--- src/hw/rtl/dhs_pkg.sv ---
// Shared types, constants and state encoding for the droplet diameter histogram block.
// Used by dhs_div and droplet_diameter_histogram_stats_top; depends on nothing else.
`default_nettype none

package dhs_pkg;

   localparam int MAX_BINS_DEF    = 32;
   localparam int VOLUME_BITS_DEF = 24;

   localparam int DIAM_W  = 26;
   localparam int VOL_W   = 24;
   localparam int BINS_W  = 6;
   localparam int IDX_W   = 6;
   localparam int COUNT_W = 16;
   localparam int SUM_W   = 40;
   localparam int SQ_W    = 64;

   // 6/pi in Q48.
   localparam logic [63:0] K_SIX_OVER_PI = 64'd537577606802124;
   localparam logic [31:0] K_LO = K_SIX_OVER_PI[31:0];
   localparam logic [31:0] K_HI = K_SIX_OVER_PI[63:32];

   localparam logic [COUNT_W-1:0] COUNT_MAX = '1;

   localparam int CBRT_STEPS = 26;
   localparam int SQRT_STEPS = 41;
   localparam int STEP_W     = 6;

   localparam int DIV_NW = 42;
   localparam int DIV_DW = 26;
   localparam int DIV_CW = 6;

   localparam logic [1:0] CSR_MIN_DIAMETER = 2'd0;
   localparam logic [1:0] CSR_MAX_DIAMETER = 2'd1;
   localparam logic [1:0] CSR_BINS_IN_USE  = 2'd2;

   localparam logic [DIAM_W-1:0] MAX_DIAMETER_RST = 26'd65536;
   localparam logic [BINS_W-1:0] BINS_IN_USE_RST  = 6'd16;

   typedef enum logic [4:0] {
      ST_CLEAR, ST_IDLE,
      ST_MSQ, ST_MCU0, ST_MCU1, ST_MX0, ST_MX1, ST_MX2,
      ST_CBRT, ST_BIN0, ST_BIN1, ST_BINW, ST_RD, ST_WR, ST_FIN,
      ST_ERD, ST_ELD, ST_EA1, ST_EA2, ST_EA3, ST_EB1, ST_EB2, ST_EB3,
      ST_ESQ, ST_EMW, ST_EDV, ST_EDW, ST_EOUT
   } state_type;

   typedef struct packed {
      logic [COUNT_W-1:0] count;
      logic [SUM_W-1:0]   sum;
      logic [SQ_W-1:0]    sqsum;
   } bin_entry_type;

   typedef struct packed {
      logic              start;
      logic [DIV_NW-1:0] num;
      logic [DIV_DW-1:0] den;
   } div_req_type;

endpackage

`default_nettype wire

--- src/hw/rtl/dhs_div.sv ---
// Restoring divider, one quotient bit per cycle, shared by the bin and statistics paths.
// Depends on dhs_pkg for widths and the request struct.
`default_nettype none

module dhs_div (
   input  wire logic                        clock,
   input  wire logic                        reset,
   input  wire dhs_pkg::div_req_type        div_req,
   output logic                             div_busy,
   output logic [dhs_pkg::DIV_NW-1:0]       div_quot
);

   logic                        busy_ff, busy_in;
   logic [dhs_pkg::DIV_CW-1:0]  cnt_ff, cnt_in;
   logic [dhs_pkg::DIV_NW-1:0]  num_ff, num_in;
   logic [dhs_pkg::DIV_DW-1:0]  rem_ff, rem_in;
   logic [dhs_pkg::DIV_DW-1:0]  den_ff, den_in;
   logic [dhs_pkg::DIV_DW:0]    trial;
   logic [dhs_pkg::DIV_DW:0]    diff;
   logic                        ge;

   assign trial = {rem_ff, num_ff[dhs_pkg::DIV_NW-1]};
   assign ge    = trial >= {1'b0, den_ff};
   assign diff  = trial - {1'b0, den_ff};

   always_comb begin
      busy_in = busy_ff;
      cnt_in  = cnt_ff;
      num_in  = num_ff;
      rem_in  = rem_ff;
      den_in  = den_ff;
      if (div_req.start) begin
         busy_in = 1'b1;
         cnt_in  = '0;
         num_in  = div_req.num;
         rem_in  = '0;
         den_in  = div_req.den;
      end else if (busy_ff) begin
         cnt_in = cnt_ff + 1'b1;
         if (cnt_ff == dhs_pkg::DIV_CW'(dhs_pkg::DIV_NW - 1)) begin
            busy_in = 1'b0;
         end
         num_in = {num_ff[dhs_pkg::DIV_NW-2:0], ge};
         rem_in = ge ? diff[dhs_pkg::DIV_DW-1:0] : trial[dhs_pkg::DIV_DW-1:0];
      end
   end

   always_ff @(posedge clock) begin
      if (reset) begin
         busy_ff <= 1'b0;
         cnt_ff  <= '0;
      end else begin
         busy_ff <= busy_in;
         cnt_ff  <= cnt_in;
      end
   end

   always_ff @(posedge clock) begin
      num_ff <= num_in;
      rem_ff <= rem_in;
      den_ff <= den_in;
   end

   assign div_busy = busy_ff;
   assign div_quot = num_ff;

endmodule

`default_nettype wire

--- config.mk ---
export PLATFORM = sky130hd
export DESIGN_NAME = dhs_div
export DESIGN_NICKNAME = d
export VERILOG_FILES = /design/src/hw/rtl/dhs_pkg.sv /design/src/hw/rtl/dhs_div.sv
export SDC_FILE = /design/constraint.sdc
export NUM_CORES = 1
export LEC_CHECK = 0
export BUFFER_PORTS_ARGS = -buffer_cell sky130_fd_sc_hd__buf_2
export CAP_MARGIN = 5
export CORE_MARGIN = 2
export CORE_UTILIZATION = 45
export CTS_CLUSTER_DIAMETER = 40
export DETAILED_ROUTE_END_ITERATION = 10
export GPL_ROUTABILITY_DRIVEN = 0
export PLACE_DENSITY = 0.74
export SLEW_MARGIN = 20
export SYNTH_ARGS = -nofsm -noshare
export SYNTH_HDL_FRONTEND = slang
export SYNTH_SLANG_ARGS = --single-unit
--- constraint.sdc ---
create_clock -name clock -period 3.1 [get_ports clock]
set_input_delay 0.155 -clock clock [delete_from_list [all_inputs] [get_ports clock]]
set_output_delay 0.155 -clock clock [all_outputs]
set_load 0.005 [all_outputs]
* Word-level counts from Yosys, hierarchy flattened *
Index checks and enable logic that the tools add are counted.

operators by class
  shift operators = 0
  divide/modulo/power cells = 0
  equality and inequality tests = 1
  order comparisons = 1
  reduce and logical (&&, ||, !) cells = 2
  mux-type cells = 6
  bitwise gates (word level) = 0
  add/sub/neg operators = 2
  multiply operators = 0

operators with widths
  kind                                                            number
  42-bit 2-to-1 mux                                               2
  27-bit by 26-bit greater-or-equal comparator with 1-bit output  1
  26-bit 2-to-1 mux                                               1
  26-bit subtractor                                               1
  6-bit by 1-bit adder with 6-bit output (second input constant)  1
  6-bit equality test (second input constant)                     1
  1-bit 2-to-1 mux                                                3
  2-bit nonzero test                                              1
  2-bit OR reduction                                              1

word-level totals
  bits of input ports = 71
  bits in latches = 0
  bits in read-only memories = 0
  output and inout port bits = 43
  bits in writable memories = 0
  word-level logic and storage cells = 17
  memories = 0
  flip-flop bits (word level) = 101

* Depth between registers and ports, before layout *
Gate-level depths: netlist (run 1).

  depth in word-level cells = 4
  depth in mapped cells = 12
  gate-level depth less buffers = 12

* Least setup slack after synthesis (run 1) *
Ideal clock, no wire load.

  path type = register to register
  from = register num_ff, in the netlist div_quot[41]
  to = register rem_ff[22] in the netlist's numbering
  path slack = 0.578 ns
  period minus slack after synthesis = 2.522 ns
  required time = 3.030 ns
  data arrival time = 2.452 ns
  cell stages (with the launch flop) = 13
  setup time = 0.070 ns
  path buffers = 0
  cell sequence = edfxtp_1 inv_1 ha_1 inv_1 fa_1 a21o_1 a221oi_2 a21oi_1 a31oi_1 o31ai_1 mux2i_1 o211ai_1 o21ai_1

between the ends
  word-level cells in the longest chain between the ends = 2
  elaborated cells on any way between the ends = 3
  classes of those cells = add/sub: 1; order compare: 1; mux: 1

ends and longest elaborated chain
  element                                                                                              RTL line                      RTL
  from (decl)                                                                                          dhs_div.sv:15                 logic [dhs_pkg::DIV_NW-1:0] num_ff, num_in;
  from (signal assigned)                                                                               dhs_div.sv:59                 num_ff <= num_in;
  26-bit subtractor or 27-bit by 26-bit greater-or-equal comparator with 1-bit output (tied branches)  dhs_div.sv:24, dhs_div.sv:23
  26-bit 2-to-1 mux (*)                                                                                dhs_div.sv:44                 rem_in = ge ? diff[dhs_pkg::DIV_DW-1:0] : trial[dhs_pkg::DIV_DW-1:0];
  to (signal assigned)                                                                                 dhs_div.sv:60                 rem_ff <= rem_in;
  to (decl)                                                                                            dhs_div.sv:16                 logic [dhs_pkg::DIV_DW-1:0] rem_ff, rem_in;

Mark *: on every way between the ends. The rest lies on a longest branch, timed or not.
A chain may end at the register's enable or synchronous reset.

* Worst setup path in the final report (run 1) *
  from = register den_ff[2] in the netlist's numbering
  to = register rem_ff[21] in the netlist's numbering

between the ends
  word-level cells in the longest chain between the ends = 2
  elaborated cells on any way between the ends = 3
  classes of those cells = add/sub: 1; order compare: 1; mux: 1

ends and longest elaborated chain
  element                                                                                              RTL line                      RTL
  from (decl)                                                                                          dhs_div.sv:17                 logic [dhs_pkg::DIV_DW-1:0] den_ff, den_in;
  from (signal assigned)                                                                               dhs_div.sv:61                 den_ff <= den_in;
  26-bit subtractor or 27-bit by 26-bit greater-or-equal comparator with 1-bit output (tied branches)  dhs_div.sv:24, dhs_div.sv:23
  26-bit 2-to-1 mux (*)                                                                                dhs_div.sv:44

Marks and branches as above.

==> run_summary.xml, run 1 <==
<?xml version="1.0" encoding="UTF-8"?>
<metrics>
  <group name="outcome">
    <metric name="run_status" unit="">finished clean</metric>
  </group>
  <group name="synthesis">
    <metric name="synth.most_common_cell" unit="">sky130_fd_sc_hd__edfxtp_1</metric>
    <metric name="post_synth_num_cell_types" unit="">61</metric>
    <metric name="yosys-top-cells-area" unit="">sky130_fd_sc_hd__edfxtp_1, sky130_fd_sc_hd__dfxtp_1, sky130_fd_sc_hd__mux2_2</metric>
    <metric name="post_synth_most_frequent_cells" unit="">sky130_fd_sc_hd__edfxtp_1, sky130_fd_sc_hd__nor2_1, sky130_fd_sc_hd__mux2_2, sky130_fd_sc_hd__a21oi_1, sky130_fd_sc_hd__inv_1</metric>
    <metric name="ys_warn_count" unit="">0</metric>
    <metric name="synth-edff-count" unit="">68</metric>
    <metric name="synth-seq-cells" unit="">101</metric>
    <metric name="synth.largest_area_cell" unit="">sky130_fd_sc_hd__edfxtp_1</metric>
    <metric name="synth-main-ff-cell" unit="">sky130_fd_sc_hd__edfxtp_1</metric>
    <metric name="mappedNetlistArea" unit="sq um">5577</metric>
    <metric name="postSynth.asyncResetShare" unit="">0</metric>
    <metric name="post_synthesis_instance_total" unit="">517</metric>
    <metric name="yosysSeqAreaShare" unit="">0.4846</metric>
    <metric name="post-synth-top-area-fraction" unit="">0.3662</metric>
    <metric name="syn_area_per_cell" unit="sq um">10.79</metric>
    <metric name="mappedNetlistNets" unit="">617</metric>
  </group>
  <group name="floorplanning">
    <metric name="floorplan.initialDensity" unit="">0.4623</metric>
    <metric name="cell_row_count" unit="">40</metric>
    <metric name="die_width" unit="um">115.3</metric>
    <metric name="count_of_boundary_i_o_pins" unit="">114</metric>
    <metric name="design.core.area" unit="sq um">12060</metric>
    <metric name="dieArea" unit="sq um">13300</metric>
    <metric name="floorplan.die.height" unit="um">115.3</metric>
  </group>
  <group name="timing">
    <metric name="worst_slew_pin_slew" unit="ns">0.6192</metric>
    <metric name="final.hold.worst_slack" unit="ns">0.02357</metric>
    <metric name="timing_max_transition_violations_final" unit="">0</metric>
    <metric name="period_needed" unit="ns">2.873</metric>
    <metric name="postLayoutSetupSlackWorst" unit="ns">0.2275</metric>
    <metric name="maxSlewHeadroom" unit="">0.5872</metric>
    <metric name="clock_skew" unit="ns">0.01051</metric>
    <metric name="setup-violations-final" unit="">0</metric>
    <metric name="post-route-period-util" unit="">0.9266</metric>
    <metric name="max_freq" unit="MHz">348.1</metric>
    <metric name="hold_viol" unit="">0</metric>
    <metric name="setup_repair_after_global_routing_missed_its_margin" unit="">no</metric>
    <metric name="setup-tns-final" unit="ns">0</metric>
  </group>
  <group name="placed_design">
    <metric name="detailed_place.area" unit="sq um">6284</metric>
    <metric name="dpl_worst_slack" unit="ns">0.2576</metric>
    <metric name="dpl.hpwl" unit="mm">9.086</metric>
    <metric name="numPortBuffers" unit="">113</metric>
  </group>
  <group name="power">
    <metric name="total_chip_power" unit="W">0.003370</metric>
    <metric name="peakVddDrop" unit="mV">0.3069</metric>
    <metric name="power.density_cell_area" unit="nW/um^2">492.9</metric>
    <metric name="cellLeakagePower" unit="nW">2.886</metric>
  </group>
  <group name="routing">
    <metric name="num_vias" unit="">4423</metric>
    <metric name="drt-met1-wl" unit="mm">5.631</metric>
    <metric name="routedWlPerCell" unit="um">15.33</metric>
    <metric name="dr_drc_count" unit="">0</metric>
    <metric name="first_pass_iters" unit="">5</metric>
    <metric name="maxUsedRoutingLayer" unit="">met4</metric>
    <metric name="postRouteWirelength" unit="mm">12.62</metric>
    <metric name="antenna_left" unit="">0</metric>
    <metric name="met2_length" unit="mm">5.986</metric>
    <metric name="routed-wl-met3" unit="um">832</metric>
    <metric name="drt_first_iter_violations" unit="">189</metric>
    <metric name="post_drt_via_cell_ratio" unit="">5.374</metric>
  </group>
  <group name="clock_tree">
    <metric name="cts_tree" unit="">yes</metric>
    <metric name="clk_transition_reported_paths" unit="ns">0.07</metric>
    <metric name="tritoncts_sink_count" unit="">101</metric>
    <metric name="ctsRootBufferMaster" unit="">sky130_fd_sc_hd__clkbuf_16</metric>
    <metric name="cts_inserted_buffers" unit="">9</metric>
    <metric name="htreeDepth" unit="">3</metric>
    <metric name="clk-insertion-delay-late" unit="ns">0.35</metric>
    <metric name="clk_path_buf_depth" unit="">2</metric>
  </group>
  <group name="cells_and_area">
    <metric name="antenna-diode-count" unit="">0</metric>
    <metric name="drive_above_1_share" unit="">0.2885</metric>
    <metric name="areaGrowthSynthToFinish" unit="%">22.59</metric>
    <metric name="n_fill_cell" unit="">1047</metric>
    <metric name="final_net_count" unit="">750</metric>
    <metric name="post-route-cell-area" unit="sq um">6837</metric>
  </group>
  <group name="setup_path">
    <metric name="cpLargestDelayFamily" unit="">compound AO/OA/AOI/OAI gates</metric>
    <metric name="ff2ff_setup_slack" unit="ns">0.23</metric>
    <metric name="timing.setup.critical_path_class" unit="">reg2reg</metric>
    <metric name="end_kind" unit="">flip-flop</metric>
    <metric name="worst-endpoint-required" unit="ns">3.38</metric>
    <metric name="cp-start-kind" unit="">flip-flop</metric>
    <metric name="worst-path-buf-inv" unit="">1</metric>
    <metric name="critical_path_arrival" unit="ns">3.16</metric>
    <metric name="worstPathMaxFanout" unit="">43</metric>
    <metric name="worst_r2r_path_depth" unit="">9</metric>
    <metric name="slowest_delay" unit="ns">0.60</metric>
    <metric name="path_depth" unit="">9</metric>
    <metric name="worstPathCellList" unit="">inv_1, ha_1, o211ai_1, a21oi_2, o221ai_2, o2111ai_2, nand2_4, or4_1, a41oi_2</metric>
    <metric name="cpMaxStageDelayCell" unit="">sky130_fd_sc_hd__or4_1</metric>
  </group>
  <group name="global_routing">
    <metric name="grt_pass1_wl" unit="mm">20.67</metric>
    <metric name="via_count_of_the_first_global_routing_pass" unit="">4315</metric>
    <metric name="gr-total-overflow" unit="">0</metric>
    <metric name="grt_max_degree" unit="">51</metric>
    <metric name="antenna_found_initial" unit="">0</metric>
    <metric name="gr-usage-all-layers" unit="">0.1962</metric>
  </group>
  <group name="min_path">
    <metric name="hold_path_class" unit="">in2reg</metric>
    <metric name="hold-path-cell-count" unit="">1</metric>
  </group>
  <group name="flow_run">
    <metric name="max_cap_violations" unit="">0</metric>
  </group>
</metrics>
==> kinds of logic after synthesis <==
logic type,after synthesis,synth area share
adder cells (fa/ha/maj),29,0.06641
AO/OA/AOI/OAI,134,0.1681
flip-flops,101,0.4846
XOR/XNOR,20,0.03141
buffers and inverters,56,0.04241
multiplexers,50,0.09895
AND/OR/NAND/NOR,127,0.1081
==> per-layer routing <==
metal	track usage	up-vias
met4	0.06747	0
met5	0	-
met2	0.3099	137
met1	0.2591	2087
li1	-	2185
met3	0.05588	14
==> stage by stage <==
| step | cells | util |
|---|---|---|
| 3_3_place_gp | 781 | 0.5210 |
| 6_report | 823 | 0.5668 |
| 5_1_grt | 823 | 0.5668 |
| 2_1_floorplan | 517 | - |
| 3_5_place_dp | 781 | 0.5210 |
| 4_1_cts | 823 | 0.5663 |
==> flip-flops by register name, indices dropped and copies added, names as in the netlist <==
signal and cells:
cnt_ff 6, den_ff 26, div_busy 1, div_quot 42, rem_ff 26
==> layout make-up <==
class / instances / area [sq um] / area share
flip-flops and latches: 101 / 2703 / 0.3953
clock inverters: 7 / 61.31 / 0.008968
repair buffers: 144 / 865.8 / 0.1266
well taps: 168 / 210.2 / 0.03075
inverters: 34 / 127.6 / 0.01867
clock buffers: 9 / 225.2 / 0.03294
multi-input cells: 360 / 2644 / 0.3867
==> power by group <==
group          internal (W)  switching (W)  leakage (nW)
Clock              0.000565       0.000529         0.143
Combinational      0.000306       0.000348          1.80
Sequential          0.00156      0.0000583         0.947
==> cell usage in the layout (no fill, tap or decap), types with 4 or more instances in the layout <==
master and count:
sky130_fd_sc_hd__nand3_1 8, sky130_fd_sc_hd__buf_2 112, sky130_fd_sc_hd__ha_1 28, sky130_fd_sc_hd__o21ai_1 4, sky130_fd_sc_hd__nand4_1 4, sky130_fd_sc_hd__inv_6 4
sky130_fd_sc_hd__a21o_1 12, sky130_fd_sc_hd__inv_1 34, sky130_fd_sc_hd__nor2_1 51, sky130_fd_sc_hd__buf_4 6, sky130_fd_sc_hd__clkbuf_16 9, sky130_fd_sc_hd__dlygate4sd3_1 26
sky130_fd_sc_hd__xnor2_1 10, sky130_fd_sc_hd__a31oi_1 5, sky130_fd_sc_hd__o211ai_1 4, sky130_fd_sc_hd__dfxtp_1 33, sky130_fd_sc_hd__a21oi_1 35, sky130_fd_sc_hd__edfxtp_1 68
sky130_fd_sc_hd__nand2_1 26, sky130_fd_sc_hd__and3_1 6, sky130_fd_sc_hd__o21a_1 6, sky130_fd_sc_hd__mux2_2 41, sky130_fd_sc_hd__a32oi_1 4, sky130_fd_sc_hd__nor3_1 11
sky130_fd_sc_hd__o21ai_0 19, sky130_fd_sc_hd__a211oi_1 19, sky130_fd_sc_hd__xor2_1 10, sky130_fd_sc_hd__nand2b_1 5, sky130_fd_sc_hd__mux2i_1 9
==> what timing repair did <==
action,in CTS,in global routing
hold buffers,26,0
setup endpoints to repair,0,2
buffers inserted,0,0
hold endpoints to repair,26,0
resized for setup,0,1
==> path summary, 6_finish.rpt <==
check               from    endpoint
max            den_ff[2]  rem_ff[21]
min reg2reg    cnt_ff[5]   cnt_ff[5]
max reg2reg    den_ff[2]  rem_ff[21]
min          div_req[19]  den_ff[19]
Power figures use the tool's default switching activity.
==> run 2, diff against run 1 <==
- PLACE_DENSITY: 0.74 -> 0.68
- REMOVE_ABC_BUFFERS: default -> 1
==> run 2 against run 1 <==
Core utilization grew 0.30 points. Clock-buffer cell count stayed put. Maximum frequency is 0.62% lower. Power is 1.2% lower. Final area up 0.53%. Critical path type unchanged. Largest power group unchanged.
==> run_summary.xml, run 2 (synthesized netlist as in run 1, its figures left out) <==
<?xml version="1.0" encoding="UTF-8"?>
<metrics>
  <group name="clock_tree">
    <metric name="clk-insertion-delay-late" unit="ns">0.36</metric>
    <metric name="cts_inserted_buffers" unit="">9</metric>
    <metric name="cts_tree" unit="">yes</metric>
    <metric name="post_cts.resized_instances" unit="">0</metric>
    <metric name="clk_path_buf_depth" unit="">2</metric>
    <metric name="clk_transition_reported_paths" unit="ns">0.07</metric>
    <metric name="ctsRootBufferMaster" unit="">sky130_fd_sc_hd__clkbuf_16</metric>
    <metric name="tritoncts_sink_count" unit="">101</metric>
    <metric name="cts_setup_buffers" unit="">0</metric>
    <metric name="cts_hold_buffers" unit="">27</metric>
    <metric name="htreeDepth" unit="">3</metric>
  </group>
  <group name="min_path">
    <metric name="hold-path-cell-count" unit="">2</metric>
    <metric name="hold_path_class" unit="">in2reg</metric>
  </group>
  <group name="setup_path">
    <metric name="end_kind" unit="">flip-flop</metric>
    <metric name="timing.setup.critical_path_class" unit="">reg2reg</metric>
    <metric name="worst-endpoint-required" unit="ns">3.33</metric>
    <metric name="cp-start-kind" unit="">flip-flop</metric>
    <metric name="worstPathMaxFanout" unit="">3</metric>
    <metric name="worst_r2r_path_depth" unit="">11</metric>
    <metric name="slowest_delay" unit="ns">0.40</metric>
    <metric name="worstPathCellList" unit="">inv_1, ha_1, inv_1, fa_1, a21o_1, a221oi_2, a21oi_1, a31oi_1, o21ai_0, a211oi_1, o41ai_1</metric>
    <metric name="critical_path_arrival" unit="ns">3.12</metric>
    <metric name="cpMaxStageDelayCell" unit="">sky130_fd_sc_hd__edfxtp_1</metric>
    <metric name="critical_path.most_common_cell" unit="">sky130_fd_sc_hd__inv_1</metric>
  </group>
  <group name="global_routing">
    <metric name="gr-total-overflow" unit="">0</metric>
    <metric name="grt_max_degree" unit="">42</metric>
    <metric name="gr-usage-all-layers" unit="">0.2016</metric>
    <metric name="via_count_of_the_first_global_routing_pass" unit="">4568</metric>
    <metric name="grt_pass1_wl" unit="mm">21.07</metric>
    <metric name="antenna_found_initial" unit="">0</metric>
  </group>
  <group name="floorplanning">
    <metric name="cell_row_count" unit="">40</metric>
    <metric name="count_of_boundary_i_o_pins" unit="">114</metric>
    <metric name="floorplan.die.height" unit="um">115.3</metric>
    <metric name="design.core.area" unit="sq um">12060</metric>
    <metric name="floorplan.initialDensity" unit="">0.4623</metric>
    <metric name="dieArea" unit="sq um">13300</metric>
    <metric name="die_width" unit="um">115.3</metric>
  </group>
  <group name="routing">
    <metric name="first_pass_iters" unit="">4</metric>
    <metric name="drt_first_iter_violations" unit="">252</metric>
    <metric name="antenna_left" unit="">0</metric>
    <metric name="num_vias" unit="">4441</metric>
    <metric name="routedWlPerCell" unit="um">15.32</metric>
    <metric name="post_drt_via_cell_ratio" unit="">5.370</metric>
    <metric name="dr_drc_count" unit="">0</metric>
    <metric name="postRouteWirelength" unit="mm">12.67</metric>
  </group>
  <group name="power">
    <metric name="total_chip_power" unit="W">0.003331</metric>
    <metric name="power.density_cell_area" unit="nW/um^2">484.7</metric>
    <metric name="peakVddDrop" unit="mV">0.4105</metric>
    <metric name="switching_share" unit="">0.2734</metric>
    <metric name="portion_of_total_power_attributed_to_sequential_cells" unit="">0.486</metric>
    <metric name="switchingPower" unit="W">0.0009108</metric>
    <metric name="clkPwrFrac" unit="">0.317</metric>
    <metric name="cellLeakagePower" unit="nW">2.909</metric>
    <metric name="internal_power" unit="W">0.002420</metric>
    <metric name="p_comb_frac" unit="">0.196</metric>
  </group>
  <group name="timing">
    <metric name="clock_skew" unit="ns">0.008671</metric>
    <metric name="period_needed" unit="ns">2.890</metric>
    <metric name="setup-tns-final" unit="ns">0</metric>
    <metric name="hold_viol" unit="">0</metric>
    <metric name="setup-violations-final" unit="">0</metric>
    <metric name="post-route-period-util" unit="">0.9324</metric>
    <metric name="worst_slew_pin_slew" unit="ns">0.4803</metric>
    <metric name="max_freq" unit="MHz">346.0</metric>
    <metric name="setup_repair_after_global_routing_missed_its_margin" unit="">no</metric>
    <metric name="maxSlewHeadroom" unit="">0.6798</metric>
    <metric name="timing_max_transition_violations_final" unit="">0</metric>
  </group>
  <group name="cells_and_area">
    <metric name="largest_register_ff_count" unit="">42</metric>
    <metric name="areaGrowthSynthToFinish" unit="%">23.24</metric>
    <metric name="layout.cells.most_common" unit="">sky130_fd_sc_hd__buf_2</metric>
    <metric name="antenna-diode-count" unit="">0</metric>
    <metric name="area.sequential" unit="sq um">2703</metric>
    <metric name="final_net_count" unit="">754</metric>
    <metric name="drive_above_1_share" unit="">0.2883</metric>
    <metric name="n_fill_cell" unit="">1046</metric>
    <metric name="finalCoreUtilization" unit="">0.5698</metric>
    <metric name="most-common-layout-cells" unit="">sky130_fd_sc_hd__buf_2, sky130_fd_sc_hd__edfxtp_1, sky130_fd_sc_hd__nor2_1</metric>
    <metric name="footprint_of_the_multi_input_gates" unit="sq um">2638</metric>
  </group>
  <group name="placed_design">
    <metric name="numPortBuffers" unit="">113</metric>
    <metric name="dpl.hpwl" unit="mm">8.961</metric>
  </group>
  <group name="flow_run">
    <metric name="max_cap_violations" unit="">0</metric>
  </group>
  <group name="outcome">
    <metric name="run_status" unit="">finished clean</metric>
  </group>
</metrics>
[run 2: cell type report]
| class | count | area share |
|---|---|---|
| clock inverters | 7 | 0.006736 |
| well taps | 168 | 0.03058 |
| repair buffers | 148 | 0.1344 |
| inverters | 34 | 0.01857 |
| multi-input cells | 360 | 0.3838 |
| clock buffers | 9 | 0.03277 |
| flip-flops and latches | 101 | 0.3932 |
[run 2: routing by layer]
metal,wire length (um),track usage
met2,5872,0.3365
met1,5699,0.2435
met5,0,0
met4,225,0.06827
met3,869,0.06958
[run 2: final timing paths]
check / from / end / slack, ns
min reg2reg: rem_ff[24] / rem_ff[24] / 0.48
max reg2reg: div_quot[41] / rem_ff[18] / 0.21
max: div_quot[41] / rem_ff[18] / 0.21
min: div_req[62] / div_quot[36] / 0.1
[run 2: critical path, delay by kind of cell (launching register included)]
family          cells  cell delay, ns
flops               1            0.40
buf+inv             2            0.12
compound gates      7            1.69
fa+ha+maj           2            0.55
[run 2: per-stage QoR]
step / cell area, sq um / instances / worst slack [ns] / hold slack (ns)
3_3_place_gp: 6331 / 784 / 0.3628 / 0.3331
2_1_floorplan: 5468 / 495 / 0.3821 / 0.2196
3_5_place_dp: 6331 / 784 / 0.2665 / 0.3331
4_1_cts: 6873 / 827 / 0.2247 / 0.08184
5_1_grt: 6873 / 827 / 0.04879 / 0.08861
6_report: 6873 / 827 / 0.2097 / 0.09543
[run 2: power by group through the flow]
stage,clock network (W),registers (W),logic (W)
after CTS,0.00109,0.00162,0.000653
after global routing,0.00115,0.00163,0.000725
final,0.00106,0.00162,0.000654
after global placement,0,0.00165,0.000613
after detailed placement,0,0.00165,0.000624
after floorplan,0,0.00165,0.000390
==> run 3, diff against run 2 <==
- CTS_BUF_LIST: default -> sky130_fd_sc_hd__clkbuf_4 sky130_fd_sc_hd__clkbuf_8 sky130_fd_sc_hd__clkbuf_16
- PLACE_DENSITY: 0.68 -> default
- PLACE_DENSITY_LB_ADDON: default -> 0.3
==> run 3 against run 2 <==
Power up 1.9%. Die area unchanged. Clock-buffer cell count rose by 4. Sequential power about the same. Cell count decreased by 0.36%. First-iteration DRC count decreased by 4.0%. Critical path depth decreased by 2. Combinational power about the same. Final area about the same. Non-clock buffer count fell by 3. Register-to-register slack gained 0.02 ns. Sequential cell count did not move.
==> run_summary.xml, run 3 (synthesized netlist as in run 1, its figures left out) <==
<?xml version="1.0" encoding="UTF-8"?>
<metrics>
  <group name="placed_design">
    <metric name="detailed_place.area" unit="sq um">6296</metric>
    <metric name="dpl.hpwl" unit="mm">8.650</metric>
    <metric name="numPortBuffers" unit="">113</metric>
  </group>
  <group name="timing">
    <metric name="worst_slew_pin_slew" unit="ns">0.5705</metric>
    <metric name="setup-tns-final" unit="ns">0</metric>
    <metric name="max_freq" unit="MHz">347.9</metric>
    <metric name="post-route-period-util" unit="">0.9273</metric>
    <metric name="hold_viol" unit="">0</metric>
    <metric name="clock_skew" unit="ns">0.01354</metric>
    <metric name="period_needed" unit="ns">2.875</metric>
    <metric name="setup-violations-final" unit="">0</metric>
    <metric name="maxSlewHeadroom" unit="">0.6197</metric>
    <metric name="timing_max_transition_violations_final" unit="">0</metric>
    <metric name="setup_repair_after_global_routing_missed_its_margin" unit="">no</metric>
  </group>
  <group name="global_routing">
    <metric name="gr-usage-all-layers" unit="">0.1949</metric>
    <metric name="gr-total-overflow" unit="">0</metric>
    <metric name="antenna_found_initial" unit="">0</metric>
    <metric name="grt_max_degree" unit="">69</metric>
    <metric name="grt_pass1_wl" unit="mm">20.51</metric>
    <metric name="via_count_of_the_first_global_routing_pass" unit="">4342</metric>
  </group>
  <group name="power">
    <metric name="cellLeakagePower" unit="nW">2.900</metric>
    <metric name="power.density_cell_area" unit="nW/um^2">494.2</metric>
    <metric name="peakVddDrop" unit="mV">0.4175</metric>
  </group>
  <group name="cells_and_area">
    <metric name="drive_above_1_share" unit="">0.2896</metric>
    <metric name="post-route-cell-area" unit="sq um">6867</metric>
    <metric name="footprint_of_the_multi_input_gates" unit="sq um">2644</metric>
    <metric name="final_net_count" unit="">751</metric>
    <metric name="finalCoreUtilization" unit="">0.5693</metric>
    <metric name="largest_register_ff_count" unit="">42</metric>
    <metric name="areaGrowthSynthToFinish" unit="%">23.13</metric>
    <metric name="area.sequential" unit="sq um">2703</metric>
    <metric name="n_fill_cell" unit="">1010</metric>
    <metric name="antenna-diode-count" unit="">0</metric>
    <metric name="layout.cells.most_common" unit="">sky130_fd_sc_hd__buf_2</metric>
    <metric name="most-common-layout-cells" unit="">sky130_fd_sc_hd__buf_2, sky130_fd_sc_hd__edfxtp_1, sky130_fd_sc_hd__nor2_1</metric>
  </group>
  <group name="setup_path">
    <metric name="rr_endpoint" unit="">rem_ff[21]</metric>
    <metric name="worst-endpoint-required" unit="ns">3.37</metric>
    <metric name="worst_r2r_path_depth" unit="">9</metric>
    <metric name="critical_path_arrival" unit="ns">3.15</metric>
    <metric name="worstPathMaxFanout" unit="">43</metric>
    <metric name="ff2ff_setup_slack" unit="ns">0.23</metric>
    <metric name="critical_path.endpoint" unit="">rem_ff[21]</metric>
    <metric name="critical_path.startpoint" unit="">den_ff[11]</metric>
    <metric name="end_kind" unit="">flip-flop</metric>
    <metric name="timing.setup.critical_path_class" unit="">reg2reg</metric>
    <metric name="cp-start-kind" unit="">flip-flop</metric>
    <metric name="critical_path.reg2reg.startpoint" unit="">den_ff[11]</metric>
  </group>
  <group name="clock_tree">
    <metric name="cts_inserted_buffers" unit="">9</metric>
    <metric name="cts_tree" unit="">yes</metric>
    <metric name="ctsRootBufferMaster" unit="">sky130_fd_sc_hd__clkbuf_16</metric>
    <metric name="clk-insertion-delay-late" unit="ns">0.35</metric>
    <metric name="clk_transition_reported_paths" unit="ns">0.07</metric>
    <metric name="clk_path_buf_depth" unit="">2</metric>
    <metric name="htreeDepth" unit="">3</metric>
    <metric name="tritoncts_sink_count" unit="">101</metric>
  </group>
  <group name="routing">
    <metric name="drt_first_iter_violations" unit="">242</metric>
    <metric name="first_pass_iters" unit="">5</metric>
    <metric name="postRouteWirelength" unit="mm">12.57</metric>
    <metric name="num_vias" unit="">4463</metric>
    <metric name="dr_drc_count" unit="">0</metric>
    <metric name="antenna_left" unit="">0</metric>
    <metric name="post_drt_via_cell_ratio" unit="">5.416</metric>
    <metric name="routedWlPerCell" unit="um">15.26</metric>
  </group>
  <group name="min_path">
    <metric name="hold_path_class" unit="">in2reg</metric>
    <metric name="hold-path-cell-count" unit="">2</metric>
  </group>
  <group name="floorplanning">
    <metric name="design.core.area" unit="sq um">12060</metric>
    <metric name="cell_row_count" unit="">40</metric>
    <metric name="count_of_boundary_i_o_pins" unit="">114</metric>
    <metric name="floorplan.die.height" unit="um">115.3</metric>
    <metric name="dieArea" unit="sq um">13300</metric>
    <metric name="die_width" unit="um">115.3</metric>
    <metric name="floorplan.initialDensity" unit="">0.4623</metric>
  </group>
  <group name="outcome">
    <metric name="run_status" unit="">finished clean</metric>
  </group>
  <group name="flow_run">
    <metric name="max_cap_violations" unit="">0</metric>
  </group>
</metrics>
==> run 3: report_power, final <==
part | total [W] | switching (W) | leakage [nW] | internal (W)
registers | 0.00162 | 0.0000562 | 0.947 | 0.00156
logic | 0.000655 | 0.000347 | 1.81 | 0.000309
clock network | 0.00112 | 0.000503 | 0.148 | 0.000614
==> run 3: worst min-delay path by stage <==
| stage | from | to |
|---|---|---|
| 2_1_floorplan | div_req[68] | rem_ff[7] |
| 3_5_place_dp | div_req[14] | den_ff[14] |
| 4_1_cts | div_req[34] | div_quot[8] |
| 5_1_grt | div_req[49] | div_quot[23] |
| 3_3_place_gp | div_req[5] | den_ff[5] |
| 6_report | div_req[35] | div_quot[9] |
==> run 3: timing repair <==
| action | CTS | global route |
|---|---|---|
| setup buffers | 0 | 0 |
| endpoints found under the hold margin | 27 | 0 |
| hold buffers | 27 | 0 |
| resized for setup | 0 | 1 |
| endpoints found under the setup margin | 0 | 2 |
==> run 3: area by class of cell <==
cell class,count,share of cell area
flip-flops and latches,101,0.3936
multi-input cells,360,0.3850
repair buffers,145,0.1294
clock buffers,13,0.03899
well taps,168,0.03061
inverters,34,0.01859
clock inverters,3,0.003827
==> run 3: per-stage QoR <==
stage	total power, W	hold WS [ns]	worst slack, ns	instances
floorplan	0.002042	0.2196	0.3821	495
global placement	0.002256	0.3335	0.3707	781
detailed placement	0.002271	0.3332	0.2735	781
CTS	0.003428	0.08328	0.2190	824
global route	0.003550	0.08927	0.06135	824
finish	0.003393	0.09734	0.2255	824
==> run 3: critical path, stage by stage, from the launching register on <==
cell                       delay (ns)
sky130_fd_sc_hd__edfxtp_1        0.33
sky130_fd_sc_hd__inv_1           0.04
sky130_fd_sc_hd__ha_1            0.38
sky130_fd_sc_hd__and3_1          0.25
sky130_fd_sc_hd__and3_1          0.21
sky130_fd_sc_hd__a32oi_2         0.16
sky130_fd_sc_hd__a31oi_4         0.29
sky130_fd_sc_hd__nand2_4         0.32
sky130_fd_sc_hd__or4_1           0.60
sky130_fd_sc_hd__a41oi_2         0.18
==> run 3: metal layers <==
layer / vias to the layer above / routed length, um / track usage
met5: - / 0 / 0
met4: 0 / 246 / 0.06426
met3: 19 / 774 / 0.06115
met2: 140 / 5769 / 0.3138
met1: 2110 / 5780 / 0.2498
li1: 2194 / - / -
